==> src/rbf_pkg.sv <==
// shared types and constants for the rbf kernel evaluator
// no dependencies
package rbf_pkg;

  localparam int unsigned CoordW   = 16;
  localparam int unsigned RegW     = 24;
  localparam int unsigned SumW     = 40;
  localparam int unsigned ExpW     = 17;
  localparam int unsigned FracW    = 20;
  localparam int unsigned KernelW  = 25;
  localparam int unsigned CfgIdxW  = 2;
  localparam int unsigned InDataW  = 32;
  localparam int unsigned OutDataW = 32;

  localparam int unsigned DefExpTableDepth = 256;

  localparam logic [CfgIdxW-1:0] RegSignalScale  = 2'd0;
  localparam logic [CfgIdxW-1:0] RegNoiseLevel   = 2'd1;
  localparam logic [CfgIdxW-1:0] RegInverseWidth = 2'd2;

  localparam logic [RegW-1:0] ResetSignalScale  = 24'd65536;
  localparam logic [RegW-1:0] ResetNoiseLevel   = 24'd0;
  localparam logic [RegW-1:0] ResetInverseWidth = 24'd65536;

  // datapath step strobes, at most one per cycle
  typedef struct packed {
    logic capture;
    logic square;
    logic accum;
    logic mul;
    logic arg;
    logic index;
    logic rom;
    logic interp;
    logic expo;
    logic scale;
    logic emit;
  } dp_cmd_t;

  typedef struct packed {
    logic last;
    logic out_free;
  } dp_status_t;

endpackage

==> src/rbf_ctrl.sv <==
// step sequencer for the rbf kernel evaluator
// depends on rbf_pkg
module rbf_ctrl (
  input  logic                clk_i,
  input  logic                rst_ni,
  input  logic                in_valid_i,
  output logic                in_ready_o,
  input  rbf_pkg::dp_status_t status_i,
  output rbf_pkg::dp_cmd_t    cmd_o
);
  import rbf_pkg::*;

  localparam logic [3:0] S_IDLE = 4'd0;
  localparam logic [3:0] S_SQ   = 4'd1;
  localparam logic [3:0] S_ACC  = 4'd2;
  localparam logic [3:0] S_MUL  = 4'd3;
  localparam logic [3:0] S_ARG  = 4'd4;
  localparam logic [3:0] S_IDX  = 4'd5;
  localparam logic [3:0] S_ROM  = 4'd6;
  localparam logic [3:0] S_INT  = 4'd7;
  localparam logic [3:0] S_EXP  = 4'd8;
  localparam logic [3:0] S_SCL  = 4'd9;
  localparam logic [3:0] S_OUT  = 4'd10;

  logic [3:0] state_q, state_d;
  logic       accept;

  assign in_ready_o = (state_q == S_IDLE);
  assign accept     = in_ready_o && in_valid_i;

  always_comb begin
    state_d = state_q;
    cmd_o   = '0;
    unique case (state_q)
      S_IDLE: begin
        cmd_o.capture = accept;
        if (accept) state_d = S_SQ;
      end
      S_SQ: begin
        cmd_o.square = 1'b1;
        state_d      = S_ACC;
      end
      S_ACC: begin
        cmd_o.accum = 1'b1;
        state_d     = status_i.last ? S_MUL : S_IDLE;
      end
      S_MUL: begin
        cmd_o.mul = 1'b1;
        state_d   = S_ARG;
      end
      S_ARG: begin
        cmd_o.arg = 1'b1;
        state_d   = S_IDX;
      end
      S_IDX: begin
        cmd_o.index = 1'b1;
        state_d     = S_ROM;
      end
      S_ROM: begin
        cmd_o.rom = 1'b1;
        state_d   = S_INT;
      end
      S_INT: begin
        cmd_o.interp = 1'b1;
        state_d      = S_EXP;
      end
      S_EXP: begin
        cmd_o.expo = 1'b1;
        state_d    = S_SCL;
      end
      S_SCL: begin
        cmd_o.scale = 1'b1;
        state_d     = S_OUT;
      end
      S_OUT: begin
        cmd_o.emit = status_i.out_free;
        if (status_i.out_free) state_d = S_IDLE;
      end
      default: state_d = S_IDLE;
    endcase
  end

  always_ff @(posedge clk_i or negedge rst_ni) begin
    if (!rst_ni) begin
      state_q <= S_IDLE;
    end else begin
      state_q <= state_d;
    end
  end

  a_emit_free: assert property (@(posedge clk_i) disable iff (!rst_ni)
    cmd_o.emit |-> status_i.out_free)
    else $error("result loaded while output register busy");

  a_mid_return: assert property (@(posedge clk_i) disable iff (!rst_ni)
    (state_q == S_ACC && !status_i.last) |=> state_q == S_IDLE)
    else $error("non-final item did not return to idle");

  a_one_step: assert property (@(posedge clk_i) disable iff (!rst_ni)
    $onehot0(cmd_o))
    else $error("more than one datapath step at once");

endmodule

==> config.mk <==
export PLATFORM = sky130hd
export DESIGN_NAME = rbf_ctrl
export DESIGN_NICKNAME = d
export VERILOG_FILES = /design/src/rbf_pkg.sv /design/src/rbf_ctrl.sv
export SDC_FILE = /design/constraint.sdc
export NUM_CORES = 1
export LEC_CHECK = 0
export ABC_AREA = 1
export BUFFER_PORTS_ARGS = -buffer_cell sky130_fd_sc_hd__buf_2
export CORE_AREA = 2 2 39 41
export DETAILED_ROUTE_END_ITERATION = 16
export DIE_AREA = 0 0 41 43
export GPL_ROUTABILITY_DRIVEN = 1
export PLACE_DENSITY_LB_ADDON = 0.08
export SKIP_LAST_GASP = 1
export SYNTH_ARGS = -nofsm -noshare
export SYNTH_HDL_FRONTEND = slang
export SYNTH_SLANG_ARGS = --single-unit
==> constraint.sdc <==
create_clock -name clk_i -period 1.8 [get_ports clk_i]
set_input_delay 0.36 -clock clk_i [delete_from_list [all_inputs] [get_ports clk_i]]
set_output_delay 0.36 -clock clk_i [all_outputs]
set_load 0.02 [all_outputs]
After elaboration in Yosys (flattened, before gate mapping)

Cells that the tools add are included.

Flip-flop bits (word level): 4
Latch bits: 0
Bits in writable memories: 0
Bits in read-only memories: 0
Input port bits: 5
Logic and storage cells: 31
Memories kept: 0

$add $sub $neg: 0
Multiply operators: 0
Div/mod/pow operators: 0
Magnitude comparators: 0
Equal/unequal tests: 12
Shifts and indexed selects: 0
Multiplexer cells: 15
Bitwise logic cells: 0
Reductions and logical operators: 3

Operators by type and width:

| operator                                      | number |
|---|---|
| one-hot mux 4 bit (11 select lines)           | 1 |
| == test 4 x 3 -> 1 bit, second input constant | 4 |
| == test 4 bit, second input constant          | 3 |
| two-way mux 1 bit                             | 11 |
| == test 4 x 2 -> 1 bit, second input constant | 2 |
| two-way mux 4 bit                             | 2 |
| == test 4 x 1 -> 1 bit, second input constant | 1 |
| zero test 4 bit                               | 1 |
| two-way mux 2 bit                             | 1 |
| != test 2 x 1 -> 1 bit, second input constant | 1 |
| != test 2 bit, second input constant          | 1 |
| AND reduction 2 bit                           | 1 |
| logical AND 1 bit                             | 1 |

Depth between registers and ports, before layout

Depth after elaboration: 4
Depth in mapped cells: 7
Depth with buffers taken out: 7

Worst setup path after synthesis

OpenSTA, ideal clock, no wires.

Kind: reg2out
From: reg state_q[0]
To: out cmd_o[0] in the netlist's numbering
Arrival time: 1.112 ns
Path slack: 0.328 ns
Stages on the path, launching flop included: 4
Buffers on the path: 0
Cell sequence: dfrtp_1 > nor2_2 > inv_2 > nor3_1

RTL lines:

| element                | line           | RTL |
|---|---|---|
| from (decl)            | rbf_ctrl.sv:25 | `logic [3:0] state_q, state_d;` |
| from (signal assigned) | rbf_ctrl.sv:87 | `state_q <= state_d;` |
| to (decl)              | rbf_ctrl.sv:9  | `output rbf_pkg::dp_cmd_t cmd_o` |

==> run metrics <==
Placed Instances 83; Die Footprint 0.001763 mm2; Inserted Diodes 0; final cell count without fillers 87; setup slack, reg-to-reg 760 ps; EDFF count, synth 0; crit path DAT 1240 ps; IO Port Bufs 16; number of global-route vias before repair 320; run status completed; worst-path maximum fanout 5; Final Critical Period 1597 ps; register bit total from synthesis 4; Post-synth top flop dfrtp_1; Final Hold Viols 0; Worst VDD drop 0.5236 mV; crit share post-route 88.74%; routed vias 351; Synth Cell Area 295.3 um2; DIE HEIGHT 43 um; Total Routing Usage GR 10.09%; HP Class in2reg; syn_area_per_cell 5.790 um2; Sink Count 4; Initial Util 21.34%; max_cap viols 0; Top Registers state_q: 4 flops; RSZ-0062 raised after global routing no; max FFs per register 4; fin. max-slew vios 0; Clock Tree Root clkbuf_4; Leakage 0.2891 nW; final instance area 427.9 um2; max_slew headroom 86.27%; core area 0.001384 mm2; largest net degree at the start of global routing 7; Critical Path RT 1440 ps; Post-Synthesis Net Count 56; Mapped Cells 51; worst setup margin 202.7 ps; Cell Rows 14; Antenna Nets Post-Route 0; Clock transition at path regs 40 ps; DR DRC count 0; detailed-route wire length 712 um; WHS 435.5 ps; Yosys top cell area share 33.90%; layout cell share with drive strength beyond 1 35.21%; Placer Congestion 0.7620; synth-to-layout area growth 44.92%; final setup vio count 0; final layout net count 78; synth unique cells 9; Critical Path End Type output port; grt total ovfl 0; clock buffer depth 2; cell taking the most area after synthesis dfrtp_1; clock skew 1.838 ps; placed cell area 395.4 um2; Detailed Routing Iterations Pass 1 2; cts bufs inserted 3; post-synthesis sequential area ratio 33.90%; Place WS 417.4 ps; most frequent cells after synthesis 11 x nand2_1, 11 x nor2_1, 10 x inv_1; post-CTS sizing 0; DR vias/cell 4.034; die width 41 um; Iteration-0 DRC Markers 2; register with the most flip-flops state_q; initial antenna violation count 0; CTS H-Tree Depth 1; P per Cell Area 1915 mW/mm2; WS Path Type reg2out; Synth async-reset ratio 100.0%; first-pass GRT wire length 1193 um; wire per inst 8.184 um; clock latency on the worst-skew pair 230 ps; io pins 17; HPWL Detailed 626.6 um; ranking of synthesized cells by area dfrtp_1 34%, nand2_1 14%, nor2_1 14%; Setup Total Neg Slack 0 ps; Max Fclk 626.1 MHz; Yosys warning total 0; Worst setup SP type flop; Worst Tran Pin Value 205.7 ps; CTS tree yes
-- critical path, cell delays in order, from the launching register on --
cell	delay [ps]
dfrtp_1	410
nor2_1	200
inv_1	100
nor3_1	120
buf_2	180
-- cell usage in the layout (no fill, tap or decap) --
| cell type | instances |
|---|---|
| a21oi_1 | 1 |
| inv_1 | 10 |
| buf_2 | 16 |
| dlygate4sd3_1 | 1 |
| nand2_1 | 11 |
| dfrtp_1 | 4 |
| nor3_1 | 1 |
| nor2_2 | 3 |
| nor2_1 | 11 |
| clkbuf_4 | 3 |
| inv_2 | 3 |
| nand3_1 | 7 |
-- area by class of cell --
type                       instances  area, um2
clock buffer                       3      22.52
fill                             181      955.9
sequential                         4      100.1
multi-input combinational         34      146.4
tap                               16      20.02
inverter                          13      48.80
timing repair buffer              17      90.09
-- cell families (layout without fill, tap and decap cells) --
kind of cell,after synthesis,count (layout),synth area share (%)
and+or+nand+nor,33,33,47.88
AOI/OAI and AO/OA,1,1,1.693
DFF,4,4,33.90
buffers and inverters,13,33,16.53
-- where the power goes --
group	switching, W	leakage (nW)	total (W)	internal, W
clock	0.0000309	0.0138	0.000105	0.0000742
combinational	0.000363	0.224	0.000530	0.000167
sequential	0.0000493	0.0509	0.000184	0.000135
-- path summary, 6_finish.rpt --
check,startpoint,cells past startpoint,end
setup reg to reg,state_q[2]$_DFFE_PN0P_,4,state_q[0]$_DFFE_PN0P_
min in group asynchronous,rst_ni,2,state_q[2]$_DFFE_PN0P_
hold / removal,status_i[1],3,state_q[1]$_DFFE_PN0P_
setup / recovery,state_q[2]$_DFFE_PN0P_,4,cmd_o[0]
hold reg to reg,state_q[3]$_DFFE_PN0P_,3,state_q[2]$_DFFE_PN0P_
max in group asynchronous,rst_ni,2,state_q[0]$_DFFE_PN0P_
-- metal layers --
layer / share of wire, % / track usage (%)
met1: 46 / 12.09
met2: 49 / 15.00
met3: 5.1 / 4.712
met4: 0 / 4.000
met5: 0 / 0
-- metrics by stage --
stage / util (%) / total power [W]
floorplan: - / 0.0005746
global placement: 28.57 / 0.0007309
detailed placement: 28.57 / 0.0007237
CTS: 30.92 / 0.0008370
global route: 30.92 / 0.0009293
finish: 30.92 / 0.0008193
-- timing repair --
| action | in CTS | in global routing |
|---|---|---|
| buffers inserted | 0 | 0 |
| hold buffers | 1 | 0 |
| endpoints found under the hold margin | 4 | 0 |
Note: power is estimated with default switching activity, not from simulation.
